===== src/rtl/chained_two_bit_map_transcoder_defines.svh =====
// ----------------------------------------------------------------------------
// Chained two-bit map transcoder assertion macros
// Shared concurrent assertion forms used by the transcoder modules.
// ----------------------------------------------------------------------------
`ifndef CHAINED_TWO_BIT_MAP_TRANSCODER_DEFINES_SVH
`define CHAINED_TWO_BIT_MAP_TRANSCODER_DEFINES_SVH

// Same-cycle implication, disabled while reset is asserted.
`define CBT_ASSERT_NOW(lbl, clk, rst_n, ante, cons, msg) \
    lbl: assert property (@(posedge clk) disable iff (!(rst_n)) (ante) |-> (cons)) \
        else $error(msg);

// Next-cycle implication, disabled while reset is asserted.
`define CBT_ASSERT_NEXT(lbl, clk, rst_n, ante, cons, msg) \
    lbl: assert property (@(posedge clk) disable iff (!(rst_n)) (ante) |=> (cons)) \
        else $error(msg);

`endif


===== src/rtl/cbt_pkg.sv =====
// ----------------------------------------------------------------------------
// Transcoder package
// Types, register indexes and code table helpers shared by the transcoder.
// ----------------------------------------------------------------------------
package cbt_pkg;

    localparam int unsigned QUEUE_DEPTH = 2;
    localparam int unsigned CFG_ADDR_W  = 2;
    localparam int unsigned CFG_DATA_W  = 16;

    localparam logic [7:0]  BASE_CODES_RST = 8'd27;
    localparam logic [15:0] CHUNK_LEN_RST  = 16'd64;

    typedef enum logic [CFG_ADDR_W-1:0] {
        REG_DECODE_MODE = 2'd0,
        REG_BASE_CODES  = 2'd1,
        REG_CHUNK_LEN   = 2'd2
    } t_reg_idx;

    // One classified item as it travels from the front end to the back end.
    typedef struct packed {
        logic [7:0] data;
        logic [7:0] map;
        logic       taken;
        logic       head;
    } t_item;

    // Configuration seen by the back end.
    typedef struct packed {
        logic       decode_mode;
        logic [7:0] base_codes;
    } t_cfg;

    // Two-bit field of a byte; field 0 is the top pair.
    function automatic logic [1:0] field2(input logic [7:0] b, input logic [1:0] idx);
        logic [1:0] f;
        case (idx)
            2'd0:    f = b[7:6];
            2'd1:    f = b[5:4];
            2'd2:    f = b[3:2];
            default: f = b[1:0];
        endcase
        return f;
    endfunction

    // Code table entry M[p][c].
    function automatic logic [1:0] code_at(input logic [7:0] base, input logic [7:0] map,
                                           input logic [1:0] p, input logic [1:0] c);
        return field2(base, c) ^ field2(map, p);
    endfunction

endpackage


===== src/rtl/cbt_front.sv =====
// ----------------------------------------------------------------------------
// Transcoder front end
// Accepts items, tracks chunk boundaries and the current map, marks heads.
// ----------------------------------------------------------------------------
`include "chained_two_bit_map_transcoder_defines.svh"

module cbt_front #(
    parameter int unsigned CHUNK_COUNT_WIDTH = 16
) (
    input  logic                 i_clk,
    input  logic                 i_rst_n,
    input  logic [15:0]          i_chunk_len,
    input  logic                 i_valid,
    output logic                 o_ready,
    input  logic [7:0]           i_data_in,
    input  logic                 i_change_bit,
    input  logic [7:0]           i_map_byte,
    input  logic                 i_stream_start,
    output logic                 o_push,
    input  logic                 i_q_ready,
    output cbt_pkg::t_item       o_item
);
    import cbt_pkg::*;

    localparam int unsigned W = CHUNK_COUNT_WIDTH;

    logic [W-1:0]  r_chunk_rem, n_chunk_rem;
    logic [7:0]    r_cur_map, n_cur_map;
    logic          r_head_pending, n_head_pending;

    logic          accept;
    logic [W-1:0]  rem_eff;
    logic          chunk_start;
    logic          load_map;
    logic [W+15:0] len_ext;
    logic [W-1:0]  len;
    logic [W-1:0]  len_m1;

    assign o_ready = i_q_ready;
    assign o_push  = i_valid;
    assign accept  = i_valid && i_q_ready;

    always_comb begin
        rem_eff     = i_stream_start ? '0 : r_chunk_rem;
        chunk_start = (rem_eff == '0);
        load_map    = chunk_start && !i_change_bit;
        len_ext     = {{W{1'b0}}, i_chunk_len};
        len         = len_ext[W-1:0];
        // A zero length behaves as one: the map is checked at every item.
        len_m1      = (len == '0) ? '0 : len - W'(1);

        o_item.data  = i_data_in;
        o_item.map   = load_map ? i_map_byte : r_cur_map;
        o_item.taken = load_map;
        o_item.head  = i_stream_start || r_head_pending;

        n_chunk_rem    = r_chunk_rem;
        n_cur_map      = r_cur_map;
        n_head_pending = r_head_pending;
        if (accept) begin
            n_chunk_rem    = chunk_start ? len_m1 : rem_eff - W'(1);
            n_cur_map      = o_item.map;
            n_head_pending = 1'b0;
        end
    end

    always_ff @(posedge i_clk) begin
        if (!i_rst_n) begin
            r_chunk_rem    <= '0;
            r_cur_map      <= '0;
            r_head_pending <= 1'b1;
        end else begin
            r_chunk_rem    <= n_chunk_rem;
            r_cur_map      <= n_cur_map;
            r_head_pending <= n_head_pending;
        end
    end

    `CBT_ASSERT_NEXT(a_map_load, i_clk, i_rst_n,
        accept && (i_stream_start || r_chunk_rem == '0) && !i_change_bit,
        r_cur_map == $past(i_map_byte), "map byte not loaded at chunk start")
    `CBT_ASSERT_NEXT(a_map_hold, i_clk, i_rst_n,
        accept && !i_stream_start && r_chunk_rem != '0,
        r_cur_map == $past(r_cur_map), "map changed inside a chunk")

endmodule


===== src/rtl/cbt_queue.sv =====
// ----------------------------------------------------------------------------
// Transcoder item queue
// Short first-in first-out buffer between the front end and the back end.
// ----------------------------------------------------------------------------
`include "chained_two_bit_map_transcoder_defines.svh"

module cbt_queue (
    input  logic           i_clk,
    input  logic           i_rst_n,
    input  logic           i_push,
    output logic           o_ready,
    input  cbt_pkg::t_item i_item,
    output logic           o_valid,
    input  logic           i_pop,
    output cbt_pkg::t_item o_item
);
    import cbt_pkg::*;

    localparam int unsigned PW = (QUEUE_DEPTH > 1) ? $clog2(QUEUE_DEPTH) : 1;
    localparam int unsigned CW = $clog2(QUEUE_DEPTH + 1);

    t_item          r_mem [QUEUE_DEPTH];
    logic [PW-1:0]  r_wr_ptr, n_wr_ptr;
    logic [PW-1:0]  r_rd_ptr, n_rd_ptr;
    logic [CW-1:0]  r_count, n_count;
    logic           push;
    logic           pop;

    assign o_ready = (r_count != CW'(QUEUE_DEPTH));
    assign o_valid = (r_count != '0);
    assign o_item  = r_mem[r_rd_ptr];
    assign push    = i_push && o_ready;
    assign pop     = i_pop && o_valid;

    always_comb begin
        n_wr_ptr = r_wr_ptr;
        n_rd_ptr = r_rd_ptr;
        if (push) begin
            n_wr_ptr = (r_wr_ptr == PW'(QUEUE_DEPTH - 1)) ? '0 : r_wr_ptr + PW'(1);
        end
        if (pop) begin
            n_rd_ptr = (r_rd_ptr == PW'(QUEUE_DEPTH - 1)) ? '0 : r_rd_ptr + PW'(1);
        end
        case ({push, pop})
            2'b10:   n_count = r_count + CW'(1);
            2'b01:   n_count = r_count - CW'(1);
            default: n_count = r_count;
        endcase
    end

    always_ff @(posedge i_clk) begin
        if (!i_rst_n) begin
            r_wr_ptr <= '0;
            r_rd_ptr <= '0;
            r_count  <= '0;
        end else begin
            r_wr_ptr <= n_wr_ptr;
            r_rd_ptr <= n_rd_ptr;
            r_count  <= n_count;
        end
    end

    always_ff @(posedge i_clk) begin
        if (push) begin
            r_mem[r_wr_ptr] <= i_item;
        end
    end

    `CBT_ASSERT_NOW(a_count_range, i_clk, i_rst_n, 1'b1,
        r_count <= CW'(QUEUE_DEPTH), "queue count beyond depth")
    `CBT_ASSERT_NEXT(a_count_up, i_clk, i_rst_n, push && !pop,
        r_count == $past(r_count) + CW'(1), "queue count missed a push")

endmodule


===== src/rtl/cbt_back.sv =====
// ----------------------------------------------------------------------------
// Transcoder back end
// Runs the symbol chain for encode or decode and holds the output register.
// ----------------------------------------------------------------------------
module cbt_back (
    input  logic           i_clk,
    input  logic           i_rst_n,
    input  cbt_pkg::t_cfg  i_cfg,
    input  logic           i_q_valid,
    input  cbt_pkg::t_item i_q_item,
    output logic           o_q_pop,
    output logic           o_valid,
    input  logic           i_ready,
    output logic [7:0]     o_data,
    output logic           o_taken
);
    import cbt_pkg::*;

    logic       r_out_valid, n_out_valid;
    logic [1:0] r_prev_tail;
    logic [7:0] r_data;
    logic       r_taken;

    logic       pop;
    logic [1:0] s0, s1, s2, s3;
    logic [1:0] r0, r1, r2, r3;
    logic [7:0] res;
    logic [1:0] tail;

    assign pop     = i_q_valid && (!r_out_valid || i_ready);
    assign o_q_pop = pop;

    always_comb begin
        s0 = field2(i_q_item.data, 2'd0);
        s1 = field2(i_q_item.data, 2'd1);
        s2 = field2(i_q_item.data, 2'd2);
        s3 = field2(i_q_item.data, 2'd3);
        r0 = i_q_item.head ? s0
                           : code_at(i_cfg.base_codes, i_q_item.map, r_prev_tail, s0);
        // Decoding feeds each restored symbol into the next lookup.
        r1 = code_at(i_cfg.base_codes, i_q_item.map, r0, s1);
        r2 = code_at(i_cfg.base_codes, i_q_item.map, r1, s2);
        r3 = code_at(i_cfg.base_codes, i_q_item.map, r2, s3);
        if (i_cfg.decode_mode) begin
            res  = {r0, r1, r2, r3};
            tail = r3;
        end else begin
            res  = {r0,
                    code_at(i_cfg.base_codes, i_q_item.map, s0, s1),
                    code_at(i_cfg.base_codes, i_q_item.map, s1, s2),
                    code_at(i_cfg.base_codes, i_q_item.map, s2, s3)};
            tail = s3;
        end

        if (pop) begin
            n_out_valid = 1'b1;
        end else if (i_ready) begin
            n_out_valid = 1'b0;
        end else begin
            n_out_valid = r_out_valid;
        end
    end

    always_ff @(posedge i_clk) begin
        if (!i_rst_n) begin
            r_out_valid <= 1'b0;
            r_prev_tail <= 2'd0;
        end else begin
            r_out_valid <= n_out_valid;
            if (pop) begin
                r_prev_tail <= tail;
            end
        end
    end

    always_ff @(posedge i_clk) begin
        if (pop) begin
            r_data  <= res;
            r_taken <= i_q_item.taken;
        end
    end

    assign o_valid = r_out_valid;
    assign o_data  = r_data;
    assign o_taken = r_taken;

endmodule


===== src/rtl/chained_two_bit_map_transcoder.sv =====
// ----------------------------------------------------------------------------
// Chained two-bit map transcoder
// Converts a byte stream symbol pair by symbol pair through a mapped table.
// ----------------------------------------------------------------------------
// Usage:
// Input items arrive on i_in_valid / o_in_ready with a data byte, a change
// bit, a candidate map byte and a stream start flag. Each item produces
// exactly one result item on o_out_valid / i_out_ready carrying the
// converted byte and a flag telling whether the map byte was loaded.
// An accepted item is registered in the queue and then in the output
// register before o_out_valid. Throughput is one item per cycle while the
// output is not stalled: the front end classifies an item in its accept
// cycle; the back end resolves the whole four-symbol chain combinationally.
// A two-entry queue sits between front and back. When the receiver stalls,
// the output register holds, the queue fills, and o_in_ready drops only
// once both queue entries are occupied.
// Reset (synchronous, active low) empties the queue and output, restores
// the registers to decode_mode 0, base_codes 27, chunk_len 64, clears the
// map and marks the next item as a head item that opens a chunk.
// Configuration writes through i_cfg_we / i_cfg_addr / i_cfg_data take
// effect at once and are meant to happen while the block is idle.
// ----------------------------------------------------------------------------
module chained_two_bit_map_transcoder #(
    parameter int unsigned CHUNK_COUNT_WIDTH = 16
) (
    input  logic                               i_clk,
    input  logic                               i_rst_n,
    input  logic                               i_cfg_we,
    input  logic [cbt_pkg::CFG_ADDR_W-1:0]     i_cfg_addr,
    input  logic [cbt_pkg::CFG_DATA_W-1:0]     i_cfg_data,
    input  logic                               i_in_valid,
    output logic                               o_in_ready,
    input  logic [7:0]                         i_data_in,
    input  logic                               i_change_bit,
    input  logic [7:0]                         i_map_byte,
    input  logic                               i_stream_start,
    output logic                               o_out_valid,
    input  logic                               i_out_ready,
    output logic [7:0]                         o_data_out,
    output logic                               o_map_taken
);
    import cbt_pkg::*;

    // Configuration registers.
    logic        r_decode_mode;
    logic [7:0]  r_base_codes;
    logic [15:0] r_chunk_len;

    // Front end to queue, queue to back end.
    logic  front_push;
    logic  q_ready;
    t_item front_item;
    logic  q_valid;
    logic  q_pop;
    t_item q_item;
    t_cfg  back_cfg;

    // The index decoder ignores writes to indexes past the register list.
    always_ff @(posedge i_clk) begin
        if (!i_rst_n) begin
            r_decode_mode <= 1'b0;
            r_base_codes  <= BASE_CODES_RST;
            r_chunk_len   <= CHUNK_LEN_RST;
        end else if (i_cfg_we) begin
            unique case (t_reg_idx'(i_cfg_addr))
                REG_DECODE_MODE: r_decode_mode <= i_cfg_data[0];
                REG_BASE_CODES:  r_base_codes  <= i_cfg_data[7:0];
                REG_CHUNK_LEN:   r_chunk_len   <= i_cfg_data[15:0];
                default: begin
                end
            endcase
        end
    end

    assign back_cfg.decode_mode = r_decode_mode;
    assign back_cfg.base_codes  = r_base_codes;

    // The front end owns the chunk counter, the current map and head tracking.
    cbt_front #(
        .CHUNK_COUNT_WIDTH (CHUNK_COUNT_WIDTH)
    ) u_front (
        .i_clk          (i_clk),
        .i_rst_n        (i_rst_n),
        .i_chunk_len    (r_chunk_len),
        .i_valid        (i_in_valid),
        .o_ready        (o_in_ready),
        .i_data_in      (i_data_in),
        .i_change_bit   (i_change_bit),
        .i_map_byte     (i_map_byte),
        .i_stream_start (i_stream_start),
        .o_push         (front_push),
        .i_q_ready      (q_ready),
        .o_item         (front_item)
    );

    cbt_queue u_queue (
        .i_clk   (i_clk),
        .i_rst_n (i_rst_n),
        .i_push  (front_push),
        .o_ready (q_ready),
        .i_item  (front_item),
        .o_valid (q_valid),
        .i_pop   (q_pop),
        .o_item  (q_item)
    );

    // The back end owns the chain tail that links consecutive items.
    cbt_back u_back (
        .i_clk     (i_clk),
        .i_rst_n   (i_rst_n),
        .i_cfg     (back_cfg),
        .i_q_valid (q_valid),
        .i_q_item  (q_item),
        .o_q_pop   (q_pop),
        .o_valid   (o_out_valid),
        .i_ready   (i_out_ready),
        .o_data    (o_data_out),
        .o_taken   (o_map_taken)
    );

endmodule

===== config.mk =====
export PLATFORM = sky130hd
export DESIGN_NAME = chained_two_bit_map_transcoder
export DESIGN_NICKNAME = d
export VERILOG_FILES = /design/src/rtl/cbt_pkg.sv /design/src/rtl/cbt_front.sv /design/src/rtl/cbt_queue.sv /design/src/rtl/cbt_back.sv /design/src/rtl/chained_two_bit_map_transcoder.sv
export VERILOG_INCLUDE_DIRS = /design/src /design/src/rtl
export SDC_FILE = /design/constraint.sdc
export NUM_CORES = 1
export LEC_CHECK = 0
export ABC_AREA = 1
export BUFFER_PORTS_ARGS = -buffer_cell sky130_fd_sc_hd__buf_2
export CAP_MARGIN = 5
export CORE_UTILIZATION = 45
export DETAILED_ROUTE_END_ITERATION = 12
export PLACE_DENSITY = 0.78
export SLEW_MARGIN = 15
export SYNTH_ARGS = -nofsm -noshare
export SYNTH_HDL_FRONTEND = slang
export SYNTH_SLANG_ARGS = --single-unit

===== constraint.sdc =====
create_clock -name i_clk -period 2.8 [get_ports i_clk]
set_clock_uncertainty 0.1 [all_clocks]
set_input_delay 0.42 -clock i_clk [delete_from_list [all_inputs] [get_ports i_clk]]
set_output_delay 0.42 -clock i_clk [all_outputs]
set_load 0.005 [all_outputs]

=== Yosys cells after proc, flatten, opt, wreduce, memory -nomap -nowiden ===
Memory sizes are Yosys's and may differ from the RTL's. A register that Yosys moved wholly into a read port is not among the register bits.
Index checks and enable logic that the tools add are counted.

* Register bits: 66
* Latch bits: 0
* Memory bits (writable): 36
* Memory bits (read-only): 0
* Input bits: 41
* Output and inout port bits: 11
* Logic and storage cells: 106
* Memories kept: 1

* $add $sub $neg: 6
* Multipliers: 0
* Div/mod/pow operators: 0
* $lt $le $gt $ge: 0
* Eq/ne operators: 21
* Shift operators: 0
* Mux-type cells: 33
* Bitwise logic cells: 7
* Reductions and logical operators: 25

{| class="wikitable"
|+ Memories
! memory !! depth !! bits a word !! read ports !! clocked after Yosys merged registers in !! wr ports !! RTL line !! RTL
|-
| u_queue.r_mem || 2 || 18 || 1 || 1 || 1 || cbt_queue.sv:22 || <nowiki>t_item r_mem [QUEUE_DEPTH];</nowiki>
|}

{| class="wikitable"
|+ Operators with widths
! kind !! number
|-
| one-hot mux 2 bit (3 select lines) || 11
|-
| two-way mux 16 bit || 3
|-
| logical NOT 16 bit || 2
|-
| subtractor 16 x 1 -> 16 bit (second input constant) || 2
|-
| == test 2 x 1 -> 1 bit (second input constant) || 10
|-
| == test 2 bit (second input constant) || 10
|-
| logical NOT 2 bit || 9
|-
| two-way mux 2 bit || 8
|-
| bitwise XOR 2 bit || 7
|-
| two-way mux 1 bit || 8
|-
| two-way mux 8 bit || 1
|-
| two-way mux 6 bit || 1
|-
| AND reduction 2 bit || 3
|-
| nonzero test 2 bit || 3
|-
| logical AND 1 bit || 4
|-
| one-hot mux 2 bit (2 select lines) || 1
|-
| adder 1 bit (second input constant) || 2
|-
| adder 2 x 1 -> 2 bit (second input constant) || 1
|-
| logical NOT 1 bit || 2
|-
| logical OR 1 bit || 2
|-
| inequality test 2 bit (second input constant) || 1
|-
| subtractor 2 x 1 -> 2 bit (second input constant) || 1
|}

=== Depth between registers and ports, before layout ===
Gate-level depths: netlist of the first run.

* Word-level depth: 14
* Depth in mapped cells: 29
* Gate-level depth less buffers: 29

=== Modules after synthesis ===
A second synthesis of the first run with hierarchy kept.

* Cell total of the unflattened synthesis: 877
* Area, all modules: 6334.8 µm²

{| class="wikitable"
|+ Modules (own cells, without submodules)
! module !! times used !! cells an instance !! area each (µm²) !! seq. area each (µm²)
|-
| cbt_front || 1 || 392 || 2184.6 || 500.5
|-
| cbt_queue || 1 || 92 || 1592.8 || 1181.1
|-
| cbt_back || 1 || 240 || 1490.2 || 330.3
|-
| chained_two_bit_map_transcoder || 1 || 153 || 1067.3 || 500.5
|}

=== Least setup slack after synthesis of the first run ===
OpenSTA, ideal clock, no wires.

* Path kind: input to register
* Start: in i_stream_start
* End: reg u_front.r_cur_map[0]
* Library setup time: 115 ps
* Arrival time: 2864 ps
* Required time: 2585 ps
* Setup slack: -280 ps
* Stages: 19
* Path buffers: 3
* Cell sequence: buf_2 > inv_1 > clkbuf_1 > nand2_1 > ha_1 > inv_1 > nor2_2 > nand3_1 > nor2_1 > nand3_1 > nor2_1 > o21ai_0 > nor2_1 > nand2_2 > nor2_1 > buf_4 > o21ai_0 > o21ai_0 > inv_1

{| class="wikitable"
|+ RTL lines
! item !! RTL line !! RTL
|-
| start, declared || chained_two_bit_map_transcoder.sv:36 || <nowiki>input logic i_stream_start,</nowiki>
|-
| end signal, assigned || cbt_front.sv:74 || <nowiki>r_cur_map <= n_cur_map;</nowiki>
|-
| end, declared || cbt_front.sv:28 || <nowiki>logic [7:0] r_cur_map, n_cur_map;</nowiki>
|}

==> key figures, run 1 <==
Status
  – Outcome: complete, but fails checks
  – Violated checks: setup timing

Worst setup path
  – Slowest CP cell: dfxtp_4
  – Critical path depth: 25
  – Crit Reg-Reg Endpoint: u_back.o_data[1]$_DFFE_PP_
  – CP Class: flip-flop to flip-flop
  – CP Launch Type: flip-flop
  – Worst EP required: approximately 2800 ps
  – Worst R2R Setup Slack: -350 ps
  – Critical path endpoint category: flip-flop
  – Critical path buffer and inverter count: 2
  – Crit path to: u_back.o_data[1]$_DFFE_PP_
  – Critical Path Fanout Max: 14
  – Reg2reg path depth: 25
  – Worst EP arrival: 3150 ps
  – CP delay by family, top: simple AND/OR/NAND/NOR gates
  – Crit-path most repeated cell: nand3_2
  – CP peak stage delay: 450 ps

Timing
  – Hold Violations, Final: 0
  – Slew headroom: 52.0%
  – TNS Setup: -1240 ps
  – Least-Margin Pin Slew: between 700 and 800 ps
  – Fmax: 318 MHz
  – Final setup viols: 5
  – Final hold slack: 157 ps
  – Final critical-path setup slack: -347 ps
  – Final period util: 112%
  – Fin crit period: between 3000 and 4000 ps
  – RSZ-0062 raised after global routing: yes
  – Fin. max-slew vios: 0

Finish
  – Area of the multi-input gates: around 0.0030 mm2
  – Nets: 923
  – Antenna cells: 0
  – Post-Layout Cell Count: roughly 1100
  – Commonest non-fill, non-tap cell in the layout: inv_1
  – Final instance area: approximately 0.0074 mm2
  – Area grow syn2layout: 31.5%
  – Layout cells sized above 1: a little over 30%
  – Final core occ: 61.3%
  – Most frequent cells in the layout: 108 x inv_1, 97 x nand2_1, 82 x o21ai_0
  – Number of fill cells: 1000
  – Register area: between 0.002 and 0.003 mm2

Synth
  – Fraction of registers with async set/reset: 0%
  – Mean Syn Cell Area: roughly 7.5 um2
  – Netlist Area Pre-Place: 0.00565 mm2
  – Yosys cell types: 43
  – Synth Warn #: 0
  – Synth area leader: edfxtp_1
  – Top_reg_cell synth: dfxtp_1
  – Seq/Total Area, Yosys: between 40% and 50%
  – Top-area cell type share of the netlist area: between 20% and 30%
  – Number of cells produced by synthesis: 756
  – Synth area leaders: edfxtp_1 24%, dfxtp_1 21%, nand2_1 9.0%
  – Number of synthesized flops with an enable pin: 45
  – Yosys reg bits: just over 100
  – Syn_nets: 800

Global routing
  – Vias in the first global route: 5115
  – First-pass GRT wire length: around 24 mm
  – Initial antenna violation count: 0
  – Largest net degree at the start of global routing: 30
  – Grt total ovfl: 0
  – Global Route Usage Sum: a little under a quarter

Route
  – Via count: roughly 5600
  – DRC: 0
  – Final wirelength: between 15 and 20 mm
  – TritonRoute pass-1 iters: 4
  – Vias per std cell: 5.32
  – DRT antenna net count: 0
  – Drt initial violations: between 400 and 500
  – DR WL/cell: around 14 um

Floorplan
  – Initial Util: between 40% and 50%
  – DIE HEIGHT: between 100 and 150 um
  – FP Rows: 40
  – # IOs: 52
  – Core area: ~0.012 mm2
  – Die Footprint: roughly 0.013 mm2
  – Die width: about 110 um

Placement
  – RD Place Congestion: approximately 0.9
  – DP Wirelength: 9.96 mm
  – Setup Slack @ Placement: -288 ps
  – Placed instance count: a little over 1000
  – PortBufs: ~50
  – Placed Area: between 0.006 and 0.007 mm2

Clocking
  – H-tree levels: 3
  – CTS tree: done
  – Clock Path Buffers: 2
  – Total CTS buffers: 9
  – Clock transition at path regs: approximately 80 ps
  – CTS root buf: clkbuf_16
  – Clock insertion delay at the later pin of the skew report: 350 ps
  – Clock sinks: between 100 and 150

Power
  – P per Cell Area: ~1200 mW/mm2
  – Peak VDD IR: roughly 640 uV
  – Power Total: 8.87 mW
  – Leakage power: 3.41 nW

Run
  – Maxcap violations: 0

Hold path
  – HP Class: primary input to flip-flop
## routing by layer
layer  global-route usage (%)  routed length, um  part of all wire (%)
met4                     11.8                612                   4.1
met5                        0                  0                     0
met1                     29.3               6370                    42
met3                     3.67                747                   5.0
met2                     37.6               7350                    49
## cell families after synthesis
| family | share of synthesized area, % |
|---|---|
| flops | 44.5 |
| compound gates | 18.4 |
| xor+xnor | 3.72 |
| buf+inv | 9.66 |
| simple gates | 23.1 |
| fa+ha+maj | 0.665 |
## area by class of cell
| cell class | count | share of cell area [%] |
|---|---|---|
| timing repair buffer | 132 | 12.5 |
| tap | 168 | 2.83 |
| sequential | 103 | 33.9 |
| clock inverter | 6 | 0.893 |
| inverter | 119 | 6.15 |
| clock buffer | 10 | 3.08 |
| multi-input combinational | 514 | 40.7 |
## how the worst min path moves through the flow
stage	startpoint	endpoint	slack (ps)	cells past startpoint
global route	i_data_in[3]	u_queue.r_mem[0][13]$_DFFE_PP_	150	1
global placement	u_queue.r_rd_ptr$_SDFFE_PN0P_	u_queue.r_rd_ptr$_SDFFE_PN0P_	340	1
detailed placement	u_queue.r_rd_ptr$_SDFFE_PN0P_	u_queue.r_rd_ptr$_SDFFE_PN0P_	350	1
CTS	i_data_in[2]	u_queue.r_mem[1][12]$_DFFE_PP_	150	1
floorplan	u_queue.r_rd_ptr$_SDFFE_PN0P_	flip-flop	330	1
finish	i_data_in[1]	u_queue.r_mem[0][11]$_DFFE_PP_	160	1
## sequential cells by signal, summed over array words and instances, names as in the netlist, named ones only
register                flops
u_queue.r_count             2
r_chunk_len                16
u_front.r_cur_map           8
u_back.o_valid              1
r_decode_mode               1
u_queue.r_mem              36
u_front.r_chunk_rem        16
r_base_codes                8
u_back.r_prev_tail          2
u_back.o_taken              1
u_queue.r_rd_ptr            1
u_front.r_head_pending      1
u_back.o_data               8
u_queue.r_wr_ptr            1
## where the power goes
group / switching (mW) / total, mW / leakage, nW / internal, mW
Clock: 0.575 / 1.28 / 0.148 / 0.701
Combinational: 3.24 / 5.42 / 2.36 / 2.18
Sequential: 0.187 / 2.18 / 0.905 / 1.99
## synth_stat cells, drive strengths merged, types with 8 or more instances
library cell    n
xor2           16
nor2           73
edfxtp         45
nand3          51
clkbuf         15
xnor2           8
inv           118
o211ai         15
a21oi          56
o21ai         100
dfxtp          58
nand2         149
nor3           11
## worst reg2reg max path: stages (launching register included)
cell     delay, ps
dfxtp_4        450
inv_8           80
nand2_2        100
nand2_4         80
o21ai_1        180
nand3_2        130
nand2_2        100
nand2_2         70
nand3_4        110
nand2_4         90
nand3_2         70
nand4_1        130
nand2_1        110
nand2_2         70
nand2_4        100
inv_2           50
o21ai_2         60
nand3_2        120
nand3_1        140
nand2_4         90
o21ai_2        120
nand3_2        100
nand2_1         80
nand2_1         60
nand3_2         60
nand2_1         60
## what timing repair did
item	4_1_cts	5_1_grt
pin swaps	14	42
gates cloned	1	0
resized for setup	47	80
endpoints found under the setup margin	5	9
hold buffers	0	0
buffers inserted	13	4
No activity file was read; power rests on OpenSTA's default activity.
==> inputs of run 2 (changes only) <==
--- a/config.mk
+++ b/config.mk
@@ -11,7 +11,7 @@
 export CAP_MARGIN = 5
 export CORE_UTILIZATION = 45
 export DETAILED_ROUTE_END_ITERATION = 12
-export PLACE_DENSITY = 0.78
+export PLACE_DENSITY = 0.77
 export SLEW_MARGIN = 15
 export SYNTH_ARGS = -nofsm -noshare
 export SYNTH_HDL_FRONTEND = slang
==> key figures, run 2 (synthesized netlist as in run 1, its figures left out) <==
Global routing
  – Global Route Usage Sum: 22.1% (-0.88 points)
  – Grt total ovfl: 0 (unchanged)
  – Largest net degree at the start of global routing: 46 (+53%)
  – First-pass GRT wire length: 22.7 mm (-4.1%)
  – Vias in the first global route: 4844 (-5.3%)
  – Initial antenna violation count: 0 (unchanged)

Hold path
  – HP Class: primary input to flip-flop

Finish
  – Final core occ: 59.9% (-1.5 points)
  – Most frequent cells in the layout: 120 x nand2_1, 112 x inv_1, 84 x o21ai_0
  – Top Registers: u_queue.r_mem x36, r_chunk_len x16, u_front.r_chunk_rem x16
  – Layout cells sized above 1: 26.6% (-3.7 points)
  – Area grow syn2layout: 28.4%
  – Commonest non-fill, non-tap cell in the layout: nand2_1
  – Nets: 922 (-0.11%)
  – Largest register FFs: 36 (unchanged)
  – Final instance area: 0.00725 mm2 (-2.4%)
  – Reg with most FFs: u_queue.r_mem
  – Number of fill cells: 1058 (+5.8%)
  – Antenna cells: 0 (unchanged)

Floorplan
  – Initial Util: 46.6% (unchanged)
  – Core area: 0.0121 mm2 (unchanged)
  – FP Rows: 40 (unchanged)
  – Die Footprint: 0.0130 mm2 (unchanged)
  – DIE HEIGHT: 114 um (unchanged)
  – Die width: 114 um (unchanged)
  – # IOs: 52 (unchanged)

Timing
  – Fmax: 309 MHz (-2.8%)
  – Final setup viols: 6 (+1)
  – Fin crit period: 3240 ps (+90.6 ps)
  – TNS Setup: -1720 ps (-479 ps)
  – Fin. max-slew vios: 0 (unchanged)
  – Final hold slack: 158 ps (+0.624 ps)
  – RSZ-0062 raised after global routing: yes
  – Least-Margin Pin Slew: 606 ps (-106 ps)
  – Hold Violations, Final: 0 (unchanged)
  – Slew headroom: 59.2% (+7.1 points)
  – Final critical-path setup slack: -438 ps (-90.6 ps)
  – Final period util: 116% (+3.2 points)

Clocking
  – Clock Path Buffers: 2 (unchanged)
  – H-tree levels: 3 (unchanged)
  – CTS tree: done
  – Clock sinks: 103 (unchanged)
  – Hold-fix buffers at CTS: 0 (unchanged)
  – Total CTS buffers: 9 (unchanged)
  – CTS root buf: clkbuf_16
  – Clock transition at path regs: 70 ps (about the same)
  – Clock insertion delay at the later pin of the skew report: 350 ps (about the same)

Placement
  – Setup Slack @ Placement: -327 ps (-39.7 ps)
  – PortBufs: 51 (unchanged)
  – DP Wirelength: 10.2 mm (+1.9%)
  – Placed Area: 0.00658 mm2 (+0.88%)
  – RD Place Congestion: 0.910 (-1.5%)

Worst setup path
  – CP peak stage delay: 440 ps (about the same)
  – CP Class: flip-flop to flip-flop
  – Worst EP arrival: 3250 ps (+100 ps)
  – CP Launch Type: flip-flop
  – Slowest CP cell: dfxtp_4
  – Worst EP required: 2810 ps (about the same)
  – Critical path endpoint category: flip-flop
  – Critical Path Fanout Max: 7 (-7)
  – Crit-path most repeated cell: nand2_1

Route
  – Via count: 5388 (-3.8%)
  – DR WL/cell: 13.7 um (-4.3%)
  – Final wirelength: 14.4 mm (-4.4%)
  – DRC: 0 (unchanged)
  – DRT antenna net count: 0 (unchanged)
  – Vias per std cell: 5.13 (-3.7%)
  – Drt initial violations: 474 (+16%)
  – TritonRoute pass-1 iters: 4 (unchanged)

Power
  – Peak VDD IR: 570 uV (-11%)
  – Leakage power: 3.34 nW (-1.9%)
  – P per Cell Area: 1210 mW/mm2 (+1.6%)

Status
  – Outcome: complete, but fails checks
  – Violated checks: setup timing

Run
  – Maxcap violations: 0 (unchanged)
run 2: path summary, 6_finish.rpt:
kind,from,endpoint,slack [ps],depth (start not counted)
worst max-delay path,flip-flop,u_back.o_data[0]$_DFFE_PP_,-440,25
worst min register to register,u_queue.r_rd_ptr$_SDFFE_PN0P_,u_queue.r_rd_ptr$_SDFFE_PN0P_,370,1
worst max register to register,flip-flop,u_back.o_data[0]$_DFFE_PP_,-440,25
worst min-delay path,i_data_in[1],u_queue.r_mem[1][11]$_DFFE_PP_,160,1
run 2: what timing repair did:
item / 4_1_cts / 5_1_grt
endpoints found under the hold margin: 0 / 0
gates resized for setup: 14 / 53
setup buffers: 2 / 8
cloned: 0 / 1
pin swaps: 1 / 25
endpoints found under the setup margin: 5 / 10
run 2: critical path: cells and delay by family (launching register included):
family	cells	cell delay, ps
compound gates	2	270
buf+inv	3	310
flops	1	440
simple gates	20	1870
run 2: metal layers:
metal / vias to the layer above / track usage, % / routed length (um)
met3: 37 / 3.03 / 666
li1: 2754 / - / -
met2: 152 / 37.1 / 6920
met1: 2445 / 28.6 / 6350
met5: - / 0 / 0
met4: 0 / 9.00 / 485
run 2: stage by stage:
step,instances,total power [mW]
after floorplan,756,4.96
after global placement,1024,6.25
after detailed placement,1024,6.35
after CTS,1042,7.92
after global routing,1051,9.42
final,1051,8.80
run 2: where the power goes:
| group | switching [mW] | internal, mW | total [mW] |
|---|---|---|---|
| clock network | 0.589 | 0.797 | 1.39 |
| logic | 3.17 | 2.08 | 5.25 |
| registers | 0.172 | 1.99 | 2.16 |
run 2: layout make-up:
cell class	instances	area (um2)	share of cell area (%)
multi-input combinational	514	2830	39.1
clock inverter	7	103	1.41
clock buffer	9	225	3.11
inverter	119	462	6.37
sequential	103	2520	34.7
timing repair buffer	131	902	12.4
tap	168	210	2.90
==> inputs of run 3 (changes only) <==
--- a/config.mk
+++ b/config.mk
@@ -12,6 +12,7 @@
 export CORE_UTILIZATION = 45
 export DETAILED_ROUTE_END_ITERATION = 12
 export PLACE_DENSITY = 0.77
+export SETUP_SLACK_MARGIN = 0.4
 export SLEW_MARGIN = 15
 export SYNTH_ARGS = -nofsm -noshare
 export SYNTH_HDL_FRONTEND = slang
==> key figures, run 3 (synthesized netlist as in run 1, its figures left out) <==
Worst setup path
  – CP Launch Type: flip-flop
  – Worst EP arrival: 3150 ps (-100 ps)
  – Critical Path Fanout Max: 7 (unchanged)
  – Worst EP required: 2800 ps (about the same)
  – Critical path endpoint category: flip-flop
  – Slowest CP cell: dfxtp_4
  – CP peak stage delay: 450 ps (about the same)
  – Crit-path most repeated cell: nand2_2
  – Reg2reg path depth: 28 (+12%)
  – CP Class: flip-flop to flip-flop

Clocking
  – CTS tree: done
  – Clock sinks: 103 (unchanged)
  – Clock transition at path regs: 70 ps (about the same)
  – CTS root buf: clkbuf_16
  – Total CTS buffers: 9 (unchanged)
  – Hold-fix buffers at CTS: 0 (unchanged)
  – Clock Path Buffers: 2 (unchanged)
  – Clock insertion delay at the later pin of the skew report: 350 ps (about the same)
  – H-tree levels: 3 (unchanged)

Hold path
  – WHS Path Cells: 1 (unchanged)
  – Hold Path Origin: i_data_in[3]
  – HP Class: primary input to flip-flop

Finish
  – Largest register FFs: 36 (unchanged)
  – Antenna cells: 0 (unchanged)
  – Final core occ: 63.0% (+3.2 points)
  – Commonest non-fill, non-tap cell in the layout: inv_1
  – Area grow syn2layout: 35.1%
  – Layout cells sized above 1: 32.7% (+6.1 points)
  – Reg with most FFs: u_queue.r_mem
  – Most frequent cells in the layout: 109 x inv_1, 99 x nand2_1, 65 x o21ai_0
  – Nets: 923 (+0.11%)
  – Top Registers: u_queue.r_mem x36, r_chunk_len x16, u_front.r_chunk_rem x16
  – Final instance area: 0.00763 mm2 (+5.3%)

Global routing
  – First-pass GRT wire length: 23.4 mm (+3.3%)
  – Vias in the first global route: 5042 (+4.1%)
  – Largest net degree at the start of global routing: 46 (unchanged)
  – Grt total ovfl: 0 (unchanged)
  – Initial antenna violation count: 0 (unchanged)
  – Global Route Usage Sum: 22.8% (+0.78 points)

Route
  – DR WL/cell: 14.5 um (+5.5%)
  – DRC: 0 (unchanged)
  – Drt initial violations: 382 (-19%)
  – Via count: 5508 (+2.2%)
  – Final wirelength: 15.2 mm (+5.6%)
  – TritonRoute pass-1 iters: 5 (+1)
  – DRT antenna net count: 0 (unchanged)
  – Vias per std cell: 5.24 (+2.1%)

Timing
  – Slew headroom: 46.2% (-13 points)
  – Fin. max-slew vios: 0 (unchanged)
  – RSZ-0062 raised after global routing: yes
  – Hold Violations, Final: 0 (unchanged)
  – Least-Margin Pin Slew: 798 ps (+192 ps)
  – TNS Setup: -1070 ps (+649 ps)
  – Fmax: 318 MHz (+2.9%)
  – Final setup viols: 4 (-2)
  – Final period util: 112% (-3.2 points)
  – Fin crit period: 3150 ps (-90.6 ps)
  – Final critical-path setup slack: -347 ps (+90.6 ps)

Placement
  – RD Place Congestion: 0.937 (+3.0%)
  – PortBufs: 51 (unchanged)
  – Placed Area: 0.00661 mm2 (+0.48%)
  – DP Wirelength: 10.0 mm (-1.1%)

Power
  – Leakage power: 3.47 nW (+3.9%)
  – Peak VDD IR: 549 uV (-3.7%)
  – P per Cell Area: 1150 mW/mm2 (-5.5%)

Status
  – Violated checks: setup timing
  – Outcome: complete, but fails checks

Floorplan
  – Core area: 0.0121 mm2 (unchanged)
  – Die width: 114 um (unchanged)
  – Initial Util: 46.6% (unchanged)
  – # IOs: 52 (unchanged)
  – DIE HEIGHT: 114 um (unchanged)
  – FP Rows: 40 (unchanged)
  – Die Footprint: 0.0130 mm2 (unchanged)

Run
  – Maxcap violations: 0 (unchanged)
==> run 3: per-layer routing <==
metal	track usage, %	vias up	share of wire [%]
met3	3.56	36	3.9
met2	37.1	146	49
met5	0	-	0
li1	-	2749	-
met1	29.2	2577	43
met4	12.7	0	3.9
==> run 3: report_power, final <==
| group | switching, mW | leakage, nW | internal [mW] |
|---|---|---|---|
| logic | 3.10 | 2.41 | 2.16 |
| clock network | 0.555 | 0.156 | 0.764 |
| registers | 0.181 | 0.905 | 1.99 |
==> run 3: worst max-delay path, delay by kind of cell, from the launching register on <==
| family | cells | cell delay [ps] |
|---|---|---|
| and+or+nand+nor | 23 | 1960 |
| DFF | 1 | 450 |
| buffers and inverters | 3 | 250 |
| AOI/OAI and AO/OA | 2 | 140 |
==> run 3: repair_timing <==
action,CTS,global route
cloned,0,3
gates resized for setup,19,108
buffers inserted,8,11
pin swaps,6,35
setup endpoints to repair,28,48
==> run 3: worst paths after layout <==
kind	end	slack, ps
worst max-delay path	u_back.o_data[0]$_DFFE_PP_	-350
worst min-delay path	u_queue.r_mem[1][13]$_DFFE_PP_	160
worst max register to register	u_back.o_data[0]$_DFFE_PP_	-350
worst min register to register	u_queue.r_count[1]$_SDFFE_PN0P_	380
==> run 3: stage by stage <==
stage	power (mW)	setup slack, ps	instances	hold slack [ps]
final	8.76	-347	1052	160
after global routing	9.40	-618	1052	153
after CTS	7.93	-191	1038	150
after detailed placement	6.45	-230	1014	372
after global placement	6.34	-119	1014	338
after floorplan	5.11	138	756	315
==> run 3: cell type report <==
class	instances	area, um2
Sequential cell	103	2520
Clock inverter	2	16.3
Tap cell	168	210
Multi-Input combinational cell	514	3130
Timing Repair Buffer	132	993
Fill cell	1015	4480
Clock buffer	14	307
Inverter	119	462
